**src/rtl/core/gcm_pkg.sv**
```systemverilog
package gcm_pkg;

    // Field widths
    localparam int AMOUNT_W = 24;
    localparam int REM_W    = AMOUNT_W - 1;
    localparam int DEN_W    = 16;
    localparam int CNT_W    = 16;
    localparam int TOT_W    = 16;
    localparam int SML_W    = 4;
    localparam int STAT_W   = 2;

    // Denomination tables
    localparam int TABLE_LEN = 16;
    localparam int IDX_W     = $clog2(TABLE_LEN);

    localparam int BILL_TABLE_SIZE = 15;
    localparam int COIN_TABLE_SIZE = 8;

    localparam logic [DEN_W-1:0] SMALL_LIMIT = 16'd5;

    // Status codes
    localparam logic [STAT_W-1:0] STATUS_OK   = 2'd0;
    localparam logic [STAT_W-1:0] STATUS_NEG  = 2'd1;
    localparam logic [STAT_W-1:0] STATUS_ZERO = 2'd2;

    // Table select codes
    localparam logic SET_COIN = 1'b0;
    localparam logic SET_BILL = 1'b1;

    // Reciprocals for the first (large quotient) step: q ~= (x * RECIP) >> RECIP_SHIFT
    localparam int RECIP_SHIFT = 31;
    localparam int RECIP_W     = 24;
    localparam longint COIN_FIRST_DEN = 200;
    localparam longint BILL_FIRST_DEN = 50000;
    localparam logic [RECIP_W-1:0] RECIP_COIN =
        RECIP_W'((64'd1 << RECIP_SHIFT) / COIN_FIRST_DEN);
    localparam logic [RECIP_W-1:0] RECIP_BILL =
        RECIP_W'((64'd1 << RECIP_SHIFT) / BILL_FIRST_DEN);

    function automatic logic [DEN_W-1:0] den_lookup(input logic set,
                                                    input logic [IDX_W-1:0] idx);
        logic [DEN_W-1:0] d;
        d = '0;
        if (set == SET_BILL) begin
            case (idx)
                4'd0:    d = 16'd50000;
                4'd1:    d = 16'd20000;
                4'd2:    d = 16'd10000;
                4'd3:    d = 16'd5000;
                4'd4:    d = 16'd2000;
                4'd5:    d = 16'd1000;
                4'd6:    d = 16'd500;
                4'd7:    d = 16'd200;
                4'd8:    d = 16'd100;
                4'd9:    d = 16'd50;
                4'd10:   d = 16'd20;
                4'd11:   d = 16'd10;
                4'd12:   d = 16'd5;
                4'd13:   d = 16'd2;
                4'd14:   d = 16'd1;
                default: d = 16'd0;
            endcase
        end else begin
            case (idx)
                4'd0:    d = 16'd200;
                4'd1:    d = 16'd100;
                4'd2:    d = 16'd50;
                4'd3:    d = 16'd20;
                4'd4:    d = 16'd10;
                4'd5:    d = 16'd5;
                4'd6:    d = 16'd2;
                4'd7:    d = 16'd1;
                default: d = 16'd0;
            endcase
        end
        return d;
    endfunction

    // Smallest nonzero denomination among the first size entries
    function automatic logic [DEN_W-1:0] smallest_den(input logic set, input int size);
        logic [DEN_W-1:0] r;
        logic [DEN_W-1:0] d;
        r = '0;
        for (int i = 0; i < TABLE_LEN; i++) begin
            d = den_lookup(set, IDX_W'(i));
            if (i < size && d != '0) begin
                r = d;
            end
        end
        return r;
    endfunction

    typedef struct packed {
        logic load;          // take a new amount
        logic mul;           // reciprocal multiply for the first entry
        logic prod;          // back-multiply, first remainder
        logic step;          // walk one table entry
        logic emit_special;  // single invalid / empty / no-piece result
    } cmd_t;

    typedef struct packed {
        logic special;   // accepted amount gives one special result
        logic emit;      // current entry has a nonzero count
        logic last;      // current entry is the final piece
        logic at_end;    // current entry is the last one walked
        logic out_free;  // output register can take a beat
    } stat_t;

endpackage

```
**src/rtl/core/gcm_ctrl.sv**
```systemverilog
module gcm_ctrl (
    input  logic              aclk,
    input  logic              aresetn,
    input  logic              s_valid,
    output logic              s_ready,
    input  gcm_pkg::stat_t    stat,
    output gcm_pkg::cmd_t     cmd
);

    localparam logic [2:0] S_IDLE    = 3'd0;
    localparam logic [2:0] S_MUL     = 3'd1;
    localparam logic [2:0] S_PROD    = 3'd2;
    localparam logic [2:0] S_STEP    = 3'd3;
    localparam logic [2:0] S_SPECIAL = 3'd4;

    logic [2:0] state_reg;
    logic [2:0] state_next;

    always_ff @(posedge aclk) begin
        if (!aresetn) begin
            state_reg <= S_IDLE;
        end else begin
            state_reg <= state_next;
        end
    end

    assign s_ready = (state_reg == S_IDLE);

    always_comb begin
        state_next = state_reg;
        cmd        = '0;
        unique case (state_reg)
            S_IDLE: begin
                if (s_valid) begin
                    cmd.load   = 1'b1;
                    state_next = stat.special ? S_SPECIAL : S_MUL;
                end
            end
            S_MUL: begin
                cmd.mul    = 1'b1;
                state_next = S_PROD;
            end
            S_PROD: begin
                cmd.prod   = 1'b1;
                state_next = S_STEP;
            end
            S_STEP: begin
                // hold only when there is a beat to send and no room for it
                if (!stat.emit || stat.out_free) begin
                    cmd.step = 1'b1;
                    if ((stat.emit && stat.last) || stat.at_end) begin
                        state_next = S_IDLE;
                    end
                end
            end
            S_SPECIAL: begin
                if (stat.out_free) begin
                    cmd.emit_special = 1'b1;
                    state_next       = S_IDLE;
                end
            end
            default: begin
                state_next = S_IDLE;
            end
        endcase
    end

endmodule

```
**src/rtl/core/gcm_datapath.sv**
```systemverilog
module gcm_datapath #(
    parameter int BILL_TABLE_SIZE = gcm_pkg::BILL_TABLE_SIZE,
    parameter int COIN_TABLE_SIZE = gcm_pkg::COIN_TABLE_SIZE
) (
    input  logic                          aclk,
    input  logic                          aresetn,
    input  logic                          cfg_wen,
    input  logic                          cfg_wdata,
    input  logic [gcm_pkg::AMOUNT_W-1:0]  s_amount_cents,
    input  gcm_pkg::cmd_t                 cmd,
    output gcm_pkg::stat_t                stat,
    output logic                          m_valid,
    input  logic                          m_ready,
    output logic [gcm_pkg::DEN_W-1:0]     m_denomination_cents,
    output logic [gcm_pkg::CNT_W-1:0]     m_piece_count,
    output logic [gcm_pkg::TOT_W-1:0]     m_total_pieces,
    output logic [gcm_pkg::SML_W-1:0]     m_small_pieces,
    output logic [gcm_pkg::STAT_W-1:0]    m_status,
    output logic                          m_last
);

    localparam int REM_W   = gcm_pkg::REM_W;
    localparam int DEN_W   = gcm_pkg::DEN_W;
    localparam int CNT_W   = gcm_pkg::CNT_W;
    localparam int TOT_W   = gcm_pkg::TOT_W;
    localparam int SML_W   = gcm_pkg::SML_W;
    localparam int IDX_W   = gcm_pkg::IDX_W;
    localparam int RECIP_W = gcm_pkg::RECIP_W;
    localparam int MUL_W   = REM_W + RECIP_W;

    localparam int BILL_SIZE = (BILL_TABLE_SIZE > gcm_pkg::TABLE_LEN) ?
                               gcm_pkg::TABLE_LEN : BILL_TABLE_SIZE;
    localparam int COIN_SIZE = (COIN_TABLE_SIZE > gcm_pkg::TABLE_LEN) ?
                               gcm_pkg::TABLE_LEN : COIN_TABLE_SIZE;
    localparam logic [IDX_W-1:0] BILL_LAST_IDX = IDX_W'(BILL_SIZE - 1);
    localparam logic [IDX_W-1:0] COIN_LAST_IDX = IDX_W'(COIN_SIZE - 1);
    localparam logic [DEN_W-1:0] BILL_MIN_DEN  =
        gcm_pkg::smallest_den(gcm_pkg::SET_BILL, BILL_SIZE);
    localparam logic [DEN_W-1:0] COIN_MIN_DEN  =
        gcm_pkg::smallest_den(gcm_pkg::SET_COIN, COIN_SIZE);
    localparam logic [SML_W-1:0] SML_MAX = '1;
    localparam logic [TOT_W-1:0] TOT_MAX = '1;

    // configuration
    logic set_reg;

    always_ff @(posedge aclk) begin
        if (!aresetn) begin
            set_reg <= gcm_pkg::SET_COIN;
        end else if (cfg_wen) begin
            set_reg <= cfg_wdata;
        end
    end

    // working registers
    logic [REM_W-1:0]           rem_reg;
    logic [CNT_W-1:0]           qbase_reg;
    logic [IDX_W-1:0]           idx_reg;
    logic [TOT_W-1:0]           tot_reg;
    logic [SML_W-1:0]           sml_reg;
    logic [gcm_pkg::STAT_W-1:0] spec_status_reg;

    logic [DEN_W-1:0]   min_den;
    logic [IDX_W-1:0]   last_idx;
    logic [RECIP_W-1:0] recip;
    logic [DEN_W-1:0]   first_den;

    assign min_den   = (set_reg == gcm_pkg::SET_BILL) ? BILL_MIN_DEN : COIN_MIN_DEN;
    assign last_idx  = (set_reg == gcm_pkg::SET_BILL) ? BILL_LAST_IDX : COIN_LAST_IDX;
    assign recip     = (set_reg == gcm_pkg::SET_BILL) ? gcm_pkg::RECIP_BILL :
                                                        gcm_pkg::RECIP_COIN;
    assign first_den = gcm_pkg::den_lookup(set_reg, '0);

    // input classification
    logic in_neg;
    logic in_zero;
    logic in_small;

    assign in_neg   = s_amount_cents[gcm_pkg::AMOUNT_W-1];
    assign in_zero  = (s_amount_cents == '0);
    assign in_small = (s_amount_cents[REM_W-1:0] < REM_W'(min_den));

    // first entry: reciprocal estimate, low by at most one
    logic [MUL_W-1:0] mul_full;
    logic [2*CNT_W-1:0] back_prod;

    assign mul_full  = MUL_W'(rem_reg) * MUL_W'(recip);
    assign back_prod = (2*CNT_W)'(qbase_reg) * (2*CNT_W)'(first_den);

    // table step: remainder is always below three times the entry, so at most 2 more
    logic [DEN_W-1:0]  den;
    logic              den_nz;
    logic [DEN_W:0]    den2;
    logic              ge1;
    logic              ge2;
    logic [1:0]        qstep;
    logic [REM_W-1:0]  rem_new;
    logic [CNT_W-1:0]  q;
    logic [TOT_W:0]    tot_sum;
    logic [TOT_W-1:0]  tot_next;
    logic [CNT_W:0]    sml_sum;
    logic [SML_W-1:0]  sml_next;

    assign den     = gcm_pkg::den_lookup(set_reg, idx_reg);
    assign den_nz  = (den != '0);
    assign den2    = {den, 1'b0};
    assign ge2     = den_nz && (rem_reg >= REM_W'(den2));
    assign ge1     = den_nz && (rem_reg >= REM_W'(den));
    assign qstep   = ge2 ? 2'd2 : (ge1 ? 2'd1 : 2'd0);
    assign rem_new = ge2 ? (rem_reg - REM_W'(den2)) :
                     (ge1 ? (rem_reg - REM_W'(den)) : rem_reg);
    assign q       = qbase_reg + CNT_W'(qstep);

    assign tot_sum  = (TOT_W+1)'(tot_reg) + (TOT_W+1)'(q);
    assign tot_next = tot_sum[TOT_W] ? TOT_MAX : tot_sum[TOT_W-1:0];

    always_comb begin
        sml_next = sml_reg;
        if (den <= gcm_pkg::SMALL_LIMIT) begin
            sml_sum  = (CNT_W+1)'(sml_reg) + (CNT_W+1)'(q);
            sml_next = (sml_sum > (CNT_W+1)'(SML_MAX)) ? SML_MAX : sml_sum[SML_W-1:0];
        end else begin
            sml_sum  = '0;
        end
    end

    always_ff @(posedge aclk) begin
        if (cmd.load) begin
            rem_reg   <= s_amount_cents[REM_W-1:0];
            qbase_reg <= '0;
            idx_reg   <= '0;
            tot_reg   <= '0;
            sml_reg   <= '0;
            if (in_neg) begin
                spec_status_reg <= gcm_pkg::STATUS_NEG;
            end else if (in_zero) begin
                spec_status_reg <= gcm_pkg::STATUS_ZERO;
            end else begin
                spec_status_reg <= gcm_pkg::STATUS_OK;
            end
        end else if (cmd.mul) begin
            qbase_reg <= mul_full[MUL_W-1:gcm_pkg::RECIP_SHIFT];
        end else if (cmd.prod) begin
            rem_reg <= rem_reg - back_prod[REM_W-1:0];
        end else if (cmd.step) begin
            rem_reg   <= rem_new;
            qbase_reg <= '0;
            idx_reg   <= idx_reg + IDX_W'(1);
            tot_reg   <= tot_next;
            sml_reg   <= sml_next;
        end
    end

    // status
    logic out_free;

    assign out_free     = !m_valid || m_ready;
    assign stat.special = in_neg || in_zero || in_small;
    assign stat.emit    = (q != '0);
    assign stat.last    = (rem_new < REM_W'(min_den)) || (idx_reg == last_idx);
    assign stat.at_end  = (idx_reg == last_idx);
    assign stat.out_free = out_free;

    // output register
    logic load_step;

    assign load_step = cmd.step && stat.emit;

    always_ff @(posedge aclk) begin
        if (!aresetn) begin
            m_valid <= 1'b0;
        end else if (load_step || cmd.emit_special) begin
            m_valid <= 1'b1;
        end else if (m_ready) begin
            m_valid <= 1'b0;
        end
    end

    always_ff @(posedge aclk) begin
        if (cmd.emit_special) begin
            m_denomination_cents <= '0;
            m_piece_count        <= '0;
            m_total_pieces       <= '0;
            m_small_pieces       <= '0;
            m_status             <= spec_status_reg;
            m_last               <= 1'b1;
        end else if (load_step) begin
            m_denomination_cents <= den;
            m_piece_count        <= q;
            m_total_pieces       <= tot_next;
            m_small_pieces       <= sml_next;
            m_status             <= gcm_pkg::STATUS_OK;
            m_last               <= stat.last;
        end
    end

    // error results are always single, empty and final
    assert property (@(posedge aclk) disable iff (!aresetn)
        (m_valid && m_status != gcm_pkg::STATUS_OK) |->
            (m_last && m_denomination_cents == '0 && m_piece_count == '0))
        else $error("error result not final or not empty");

    // controller never sends a beat into a full output register
    assert property (@(posedge aclk) disable iff (!aresetn)
        ((cmd.step && stat.emit) || cmd.emit_special) |-> out_free)
        else $error("output beat overwritten");

    // after a step the remainder is below the entry just walked
    assert property (@(posedge aclk) disable iff (!aresetn)
        (cmd.step && den_nz) |=> (rem_reg < REM_W'($past(den))))
        else $error("remainder not reduced below denomination");

endmodule

```
**src/rtl/core/greedy_change_maker_unit.sv**
```systemverilog
// Greedy change maker. Each beat on s_ carries an amount in integer cents (24-bit two's
// complement) and is broken into euro pieces, largest first: one m_ beat per denomination
// whose count is nonzero, each with running piece totals, the final one flagged by m_last.
// A negative amount gives one beat with status 1, zero gives one beat with status 2, and an
// amount below the smallest denomination walked gives one empty beat with status 0. The
// table is picked by cfg_wdata on a cfg_wen cycle (0: eight coins, 1: fifteen bills and
// coins); change it only while the block is idle. One amount is worked at a time: after
// acceptance a reciprocal multiply and a back-multiply settle the first, large quotient,
// then one table entry is walked per cycle, except while a beat waits for room in the
// output register, until the last piece. A negative, zero or too-small amount skips the
// multiply and the walk. The next amount is taken while the last beat of the previous
// one still waits in the output register.
module greedy_change_maker_unit #(
    parameter int BILL_TABLE_SIZE = gcm_pkg::BILL_TABLE_SIZE,
    parameter int COIN_TABLE_SIZE = gcm_pkg::COIN_TABLE_SIZE
) (
    input  logic                          aclk,
    input  logic                          aresetn,
    // configuration
    input  logic                          cfg_wen,
    input  logic                          cfg_wdata,
    // amount in
    input  logic                          s_valid,
    output logic                          s_ready,
    input  logic [gcm_pkg::AMOUNT_W-1:0]  s_amount_cents,
    // pieces out
    output logic                          m_valid,
    input  logic                          m_ready,
    output logic [gcm_pkg::DEN_W-1:0]     m_denomination_cents,
    output logic [gcm_pkg::CNT_W-1:0]     m_piece_count,
    output logic [gcm_pkg::TOT_W-1:0]     m_total_pieces,
    output logic [gcm_pkg::SML_W-1:0]     m_small_pieces,
    output logic [gcm_pkg::STAT_W-1:0]    m_status,
    output logic                          m_last
);

    gcm_pkg::cmd_t  cmd;
    gcm_pkg::stat_t stat;

    // sequencer: accept, first-entry multiply, back-multiply, table walk, or a single special result
    gcm_ctrl u_ctrl (
        .aclk    (aclk),
        .aresetn (aresetn),
        .s_valid (s_valid),
        .s_ready (s_ready),
        .stat    (stat),
        .cmd     (cmd)
    );

    // remainder, running totals, table lookup and the output register
    gcm_datapath #(
        .BILL_TABLE_SIZE (BILL_TABLE_SIZE),
        .COIN_TABLE_SIZE (COIN_TABLE_SIZE)
    ) u_datapath (
        .aclk                 (aclk),
        .aresetn              (aresetn),
        .cfg_wen              (cfg_wen),
        .cfg_wdata            (cfg_wdata),
        .s_amount_cents       (s_amount_cents),
        .cmd                  (cmd),
        .stat                 (stat),
        .m_valid              (m_valid),
        .m_ready              (m_ready),
        .m_denomination_cents (m_denomination_cents),
        .m_piece_count        (m_piece_count),
        .m_total_pieces       (m_total_pieces),
        .m_small_pieces       (m_small_pieces),
        .m_status             (m_status),
        .m_last               (m_last)
    );

endmodule

```
**config.mk**
```make
export PLATFORM = sky130hd
export DESIGN_NAME = greedy_change_maker_unit
export DESIGN_NICKNAME = d
export VERILOG_FILES = /design/src/rtl/core/gcm_pkg.sv /design/src/rtl/core/gcm_ctrl.sv /design/src/rtl/core/gcm_datapath.sv /design/src/rtl/core/greedy_change_maker_unit.sv
export SDC_FILE = /design/constraint.sdc
export NUM_CORES = 1
export LEC_CHECK = 0
export ABC_CLOCK_PERIOD_IN_PS = 9500
export BUFFER_PORTS_ARGS = -buffer_cell sky130_fd_sc_hd__buf_4
export CORE_ASPECT_RATIO = 0.5
export CORE_UTILIZATION = 45
export DETAILED_ROUTE_END_ITERATION = 10
export HOLD_SLACK_MARGIN = 0.1
export PLACE_DENSITY_LB_ADDON = 0.1
export SYNTH_ARGS = -nofsm -noshare
export SYNTH_HDL_FRONTEND = slang
export SYNTH_SLANG_ARGS = --single-unit
```
**constraint.sdc**
```tcl
create_clock -name aclk -period 9.5 [get_ports aclk]
set_input_delay 0.475 -clock aclk [delete_from_list [all_inputs] [get_ports aclk]]
set_output_delay 0.475 -clock aclk [all_outputs]
set_load 0.05 [all_outputs]
```
Yosys cells after proc, flatten, opt, wreduce, memory -nomap -nowiden. Memory sizes are Yosys's and may differ from the RTL's. A register that Yosys moved wholly into a read port is not among the register bits. Cells that the tools add are included.

Register bits after elaboration: 125. Memory bits (read-only): 320. Output and inout bits: 57. Logic and storage cells: 112. Memories: 2.

Add/subtract/negate cells: 7. Multiply operators: 2. Magnitude comparators: 6. Equal/unequal tests: 11. Mux-type cells: 42. Bitwise gates (word level): 2. Reduce and logical (&&, ||, !) cells: 25.

Memories: (name not given) (depth 16, bits a word 16, rd ports 1, clocked after Yosys merged registers in 1, write ports 0, line gcm_pkg.sv:45) `case (idx)`; (name not given) (depth 8, bits a word 8, rd ports 1, clocked after Yosys merged registers in 1, write ports 0, line gcm_pkg.sv:64) `case (idx)`.

Operators by type and width (count): 23-bit two-way mux (6); 16-bit two-way mux (7); 23-bit by 24-bit multiplier with 47-bit output (1); 23-bit by 1-bit < comparator with 1-bit output (second input constant) (2); 16-bit nonzero test (2); 24-bit logical NOT (1); 24-bit two-way mux (1); 23-bit by 16-bit >= comparator with 1-bit output (1); 23-bit by 17-bit >= comparator with 1-bit output (1); 16-bit by 16-bit multiplier with 23-bit output (1); 23-bit by 16-bit subtractor with 23-bit output (1); 23-bit by 17-bit subtractor with 23-bit output (1); 23-bit subtractor (1); 3-bit two-way mux (7); 4-bit two-way mux (5); 16-bit by 16-bit adder with 17-bit output (1); 4-bit by 16-bit adder with 17-bit output (1); 17-bit by 4-bit > comparator with 1-bit output (second input constant) (1); 16-bit by 2-bit adder with 16-bit output (1); 16-bit by 3-bit <= comparator with 1-bit output (second input constant) (1); 3-bit one-hot mux with 5 select lines (1); 1-bit two-way mux (11); 2-bit by 1-bit inequality test with 1-bit output (second input constant) (5); 2-bit two-way mux (4); 16 further kinds (31).

Depth between registers and ports, before layout.
Word-level depth: 16. Mapped depth: 32.

By module. From an unflattened synthesis, not the netlist that was laid out.

Cells, all modules: 2868. Area, all modules: 25766.0 µm².

Modules (own cells, without submodules): gcm_datapath (instances 1, cells an instance 2845, area each 25578.3 µm², seq. area each 3193.1 µm²); gcm_ctrl (instances 1, cells an instance 23, area each 187.7 µm², seq. area each 60.1 µm²).

Worst setup path after synthesis. OpenSTA, ideal clock, no wires.

Kind: register -> register. From: reg u_datapath.set_reg. To: reg u_datapath.qbase_reg[3]. Setup time: 0.070 ns. Data arrival time: 7.320 ns. Path slack: 2.110 ns. Stages on the path, launching flop included: 31. Cell sequence: dfxtp_1 buf_2 clkbuf_1 clkbuf_1 clkbuf_1 clkbuf_1 nand2_1 nand2_1 ha_1 inv_1 fa_1 inv_1 fa_1 fa_1 fa_1 inv_1 fa_1 inv_1 fa_1 ha_1 a21o_1 a21o_1 a21o_1 a221o_1 or2_2 and2_1 or2_2 a21oi_1 xnor2_1 nand2_1 a21oi_1.

Word-level cells in the longest chain between the ends: 13. Elaborated cells on any way between the ends: 19. Classes of those cells: 1 x add/sub; 1 x mul; 2 x order compare; 7 x mux; 8 x reduce/logical.

RTL lines: from (decl) (line gcm_datapath.sv:45) `logic set_reg;`; from (signal assigned) (line gcm_datapath.sv:49) `set_reg <= gcm_pkg::SET_COIN;`; from (signal assigned) (line gcm_datapath.sv:51) `set_reg <= cfg_wdata;`; 16-bit two-way mux (line gcm_pkg.sv:44) `if (set == SET_BILL) begin`; 23-bit by 16-bit >= comparator with 1-bit output or 16-bit nonzero test (tied branches) (line gcm_datapath.sv:108, gcm_datapath.sv:105); 1-bit logical AND (line gcm_datapath.sv:108) `assign ge1 = den_nz && (rem_reg >= REM_W'(den));`; 1-bit two-way mux (line gcm_datapath.sv:109) `assign qstep = ge2 ? 2'd2 : (ge1 ? 2'd1 : 2'd0);`; 2-bit two-way mux (line gcm_datapath.sv:109); 16-bit by 2-bit adder with 16-bit output (line gcm_datapath.sv:112) `assign q = qbase_reg + CNT_W'(qstep);`; 16-bit nonzero test (line gcm_datapath.sv:159) `assign stat.emit = (q != '0);`; 1-bit logical NOT (line gcm_ctrl.sv:49) `if (!stat.emit || stat.out_free) begin`; 1-bit logical OR (line gcm_ctrl.sv:49); 1-bit two-way mux (line gcm_ctrl.sv:49); 1-bit two-way mux (line gcm_ctrl.sv:32) `unique case (state_reg)`; 2-bit nonzero test (no source line); 2-bit AND reduction (no source line); to (signal assigned) (line gcm_datapath.sv:142) `qbase_reg <= mul_full[MUL_W-1:gcm_pkg::RECIP_SHIFT];`; to (decl) (line gcm_datapath.sv:57) `logic [CNT_W-1:0] qbase_reg;`.

Parallel ways exist; a longest one is shown, timed or not. A chain may end at the register's enable or synchronous reset.

Final worst setup path.
From: reg u_datapath.rem_reg[2]. To: reg u_datapath.qbase_reg[5].

Word-level cells in the longest chain between the ends: 12. Elaborated cells on any way between the ends: 16. Classes of those cells: 1 x add/sub; 1 x mul; 2 x order compare; 5 x mux; 7 x reduce/logical.

RTL lines: from (decl) (line gcm_datapath.sv:56) `logic [REM_W-1:0] rem_reg;`; from (signal assigned) (line gcm_datapath.sv:129) `rem_reg <= s_amount_cents[REM_W-1:0];`; from (signal assigned) (line gcm_datapath.sv:144) `rem_reg <= rem_reg - back_prod[REM_W-1:0];`; from (signal assigned) (line gcm_datapath.sv:146) `rem_reg <= rem_new;`; 23-bit by 16-bit >= comparator with 1-bit output (line gcm_datapath.sv:108); 1-bit logical AND (line gcm_datapath.sv:108); 1-bit two-way mux (line gcm_datapath.sv:109); 2-bit two-way mux (line gcm_datapath.sv:109); 16-bit by 2-bit adder with 16-bit output (line gcm_datapath.sv:112); 16-bit nonzero test (line gcm_datapath.sv:159); 1-bit logical NOT (line gcm_ctrl.sv:49); 1-bit logical OR (line gcm_ctrl.sv:49); 1-bit two-way mux (line gcm_ctrl.sv:49); 1-bit two-way mux (line gcm_ctrl.sv:32); 2-bit nonzero test (no source line); 2-bit AND reduction (no source line).

Parallel ways exist; a longest one is shown, timed or not.

==> results.toml <==
[finish]
diodes = 0
drive_gt1_share_pct = 6.77
syn2layout_area_growth_pct = 8.12
finalInstanceArea_um2 = 27700
num-nets-final = 3714

[clock_tree]
clkSlewWorstSetupHoldPaths_ns = 0.07
inserted_clock_buffers = 17
cts_root_buffer = "sky130_fd_sc_hd__clkbuf_16"
clkLatencyLatePin_ns = 0.45
post_cts_buffers = 0
cts_hold_buf = 0
ctsResizeCount = 0
ctsLongestPathBuffers = 2
clock_sink_count = 149
htreeDepth = 4
cts_tree = "built"

[sta]
timing.final.max_slew_violations = 0
post_layout_minimum_cycle_time_ns = 8.11
max_slew_headroom_at_the_worst_pin_pct = 26.3
setup_viol_count_final = 0
worst_slew_pin_slew_ns = 1.10
clock_skew_ns = 0.0107
setup_tns_ns = 0
max_clock_freq_mhz = 123
timing_hold_violations_final = 0
post-route-period-util_pct = 85.4
min_setup_slack_post_route_ns = 1.39
rsz_0062_raised_after_global_routing = "no"

[logic_synthesis]
total_of_flip_flops_plus_latches_after_synthesis = 149
library_cell_with_the_largest_summed_area_after_synthesis = "sky130_fd_sc_hd__fa_1"
synthCells = 2829
yosys.cell_count.top_type = "sky130_fd_sc_hd__inv_1"
synth.distinct_cells = 100
synthesis.area_um2 = 25700
synth_ff_type = "sky130_fd_sc_hd__dfxtp_1"
yosys_warnings = 0
post_synthesis_sequential_area_ratio_pct = 12.7
synth_enable_flop_cells = 27
synth-async-reset-ratio_pct = 0
synth_top_cell_area_share_pct = 27.6
synth.avg_cell_area_um2 = 9.07
synth.top_cells.by_count = "sky130_fd_sc_hd__inv_1, sky130_fd_sc_hd__ha_1, sky130_fd_sc_hd__fa_1"
synthTopCellsByArea = "sky130_fd_sc_hd__fa_1, sky130_fd_sc_hd__ha_1, sky130_fd_sc_hd__dfxtp_1"

[job]
max_cap_viol_count = 0

[critical_path]
critical_path.most_common_cell = "sky130_fd_sc_hd__fa_1"
required_ns = 9.80
critPathSlowestCell = "sky130_fd_sc_hd__edfxtp_1"
path_max_fanout = 10
timing.critical_path.cells = "inv_1, nor2_1, ha_1, fa_1, fa_1, inv_1, fa_1, fa_1, inv_1, fa_1, fa_1, ha_1, a2111oi_0, o2111ai_1, a221o_1, or2_2, o311ai_0, nand2b_1, a21oi_1, xnor2_1, a22oi_1, nor2_1"
cpPeakStageDelay_ns = 0.78
setup.worst_path.end_class = "flop"
cp.arrival_ns = 8.41
worst_setup_path_start_kind = "flop"
critical_path_class = "reg -> reg"

[run_status]
result_of_the_run = "finished clean"

[global_routing]
antenna_found_initial = 1
wire_length_of_the_first_global_routing_pass_um = 114000
first_global_vias = 19802
maximum_number_of_pins_on_one_net_before_global_route_repair = 57
global_route.overflow_total = 0
groute.usage.overall_pct = 26.0

[floorplanning]
core_area_um2 = 55900
placement_rows = 61
ios = 87
floorplan.die_area_um2 = 58000
chipHeight_um = 171
floorplan.die.width_um = 340
initial_standard_cell_utilization_of_the_core_pct = 45.9

[routing]
drt-vias-per-instance = 5.33
route.detailed.wl_per_inst_um = 19.9
drtPass1Iterations = 5
route.detailed.drc = 0
post_route_antenna_net_violation_count = 0
routed_wl_um = 73000
drt-initial-drc-count = 1538
num_vias = 19545

[hold_path]
hp-class = "in -> reg"

[placed_design]
postPlaceCellArea_um2 = 27200
dp_slack_ns = 1.39
detailedPlacementHpwl_um = 62300
port_buf_inserts = 86
gp_routability_congestion = 0.967
-- per-stage QoR --
| step | cells | hold slack, ns | util, % |
|---|---|---|---|
| after detailed placement | 3633 | 0.454 | 48.5 |
| final | 3665 | 0.244 | 49.6 |
| after global placement | 3633 | 0.450 | 48.5 |
| after floorplan | 2852 | 0.473 | - |
| after global routing | 3665 | 0.220 | 49.6 |
| after CTS | 3665 | 0.223 | 49.6 |
-- cells in the final DEF, fill, tap and decap left out, types with 22 or more instances in the layout --
cell type,count
sky130_fd_sc_hd__edfxtp_1,27
sky130_fd_sc_hd__nand3_1,65
sky130_fd_sc_hd__nor3_1,29
sky130_fd_sc_hd__xnor2_1,76
sky130_fd_sc_hd__nand4_1,22
sky130_fd_sc_hd__a21o_1,39
sky130_fd_sc_hd__a21oi_1,115
sky130_fd_sc_hd__o21ai_0,116
sky130_fd_sc_hd__nor2_1,110
sky130_fd_sc_hd__a31oi_1,35
sky130_fd_sc_hd__nand2b_1,46
sky130_fd_sc_hd__conb_1,25
sky130_fd_sc_hd__xor2_1,32
sky130_fd_sc_hd__fa_1,354
sky130_fd_sc_hd__ha_1,434
sky130_fd_sc_hd__nand2_1,166
sky130_fd_sc_hd__dfxtp_1,121
sky130_fd_sc_hd__buf_4,109
sky130_fd_sc_hd__and2_1,34
sky130_fd_sc_hd__inv_1,616
-- per-layer routing --
| metal | part of all wire (%) | vias up | GRT usage (%) |
|---|---|---|---|
| met2 | 43 | 539 | 40.4 |
| met4 | 1.6 | 0 | 5.29 |
| li1 | - | 9387 | - |
| met1 | 49 | 9551 | 38.0 |
| met5 | 0 | - | 0 |
| met3 | 6.2 | 68 | 4.20 |
-- worst max-delay path, delay by kind of cell, from the launching register on --
| kind | cells | cell delay [ns] |
|---|---|---|
| AO/OA/AOI/OAI | 6 | 2.00 |
| AND/OR/NAND/NOR | 4 | 1.16 |
| XOR/XNOR | 1 | 0.10 |
| adder cells (fa/ha/maj) | 8 | 3.55 |
| flip-flops | 1 | 0.78 |
| buffers and inverters | 3 | 0.37 |
-- path summary, 6_finish.rpt --
kind / start / to / slack [ns] / cells after the start
worst max-delay path: u_datapath.rem_reg[2] / u_datapath.qbase_reg[5] / 1.39 / 22
worst min-delay path: s_amount_cents[23] / u_datapath.spec_status_reg[0] / 0.24 / 1
worst max register to register: u_datapath.rem_reg[2] / u_datapath.qbase_reg[5] / 1.39 / 22
worst min register to register: u_datapath.m_denomination_cents[10] / u_datapath.m_denomination_cents[10] / 0.47 / 2
-- cells by family after synthesis --
kind of cell / after synthesis / share of synthesized area (%)
buffers and inverters: 704 / 10.5
AOI/OAI and AO/OA: 459 / 11.5
adders and majority gates: 789 / 48.8
muxes: 14 / 0.629
other: 2 / 0.0293
xor gates and xnor gates: 110 / 3.81
DFF: 149 / 12.7
and+or+nand+nor: 602 / 12.0
-- area by class of cell --
| cell class | instances | area (um^2) |
|---|---|---|
| Clock buffer | 18 | 429 |
| Clock inverter | 14 | 148 |
| Fill cell | 5459 | 28200 |
| Inverter | 620 | 2330 |
| Multi-Input combinational cell | 1999 | 19800 |
| Sequential cell | 149 | 3260 |
| Tap cell | 756 | 946 |
| Timing Repair Buffer | 109 | 818 |
Power is left out: the tool's default activity adds up to more than one toggle a clock period on the data nets, which glitch-free logic cannot reach.
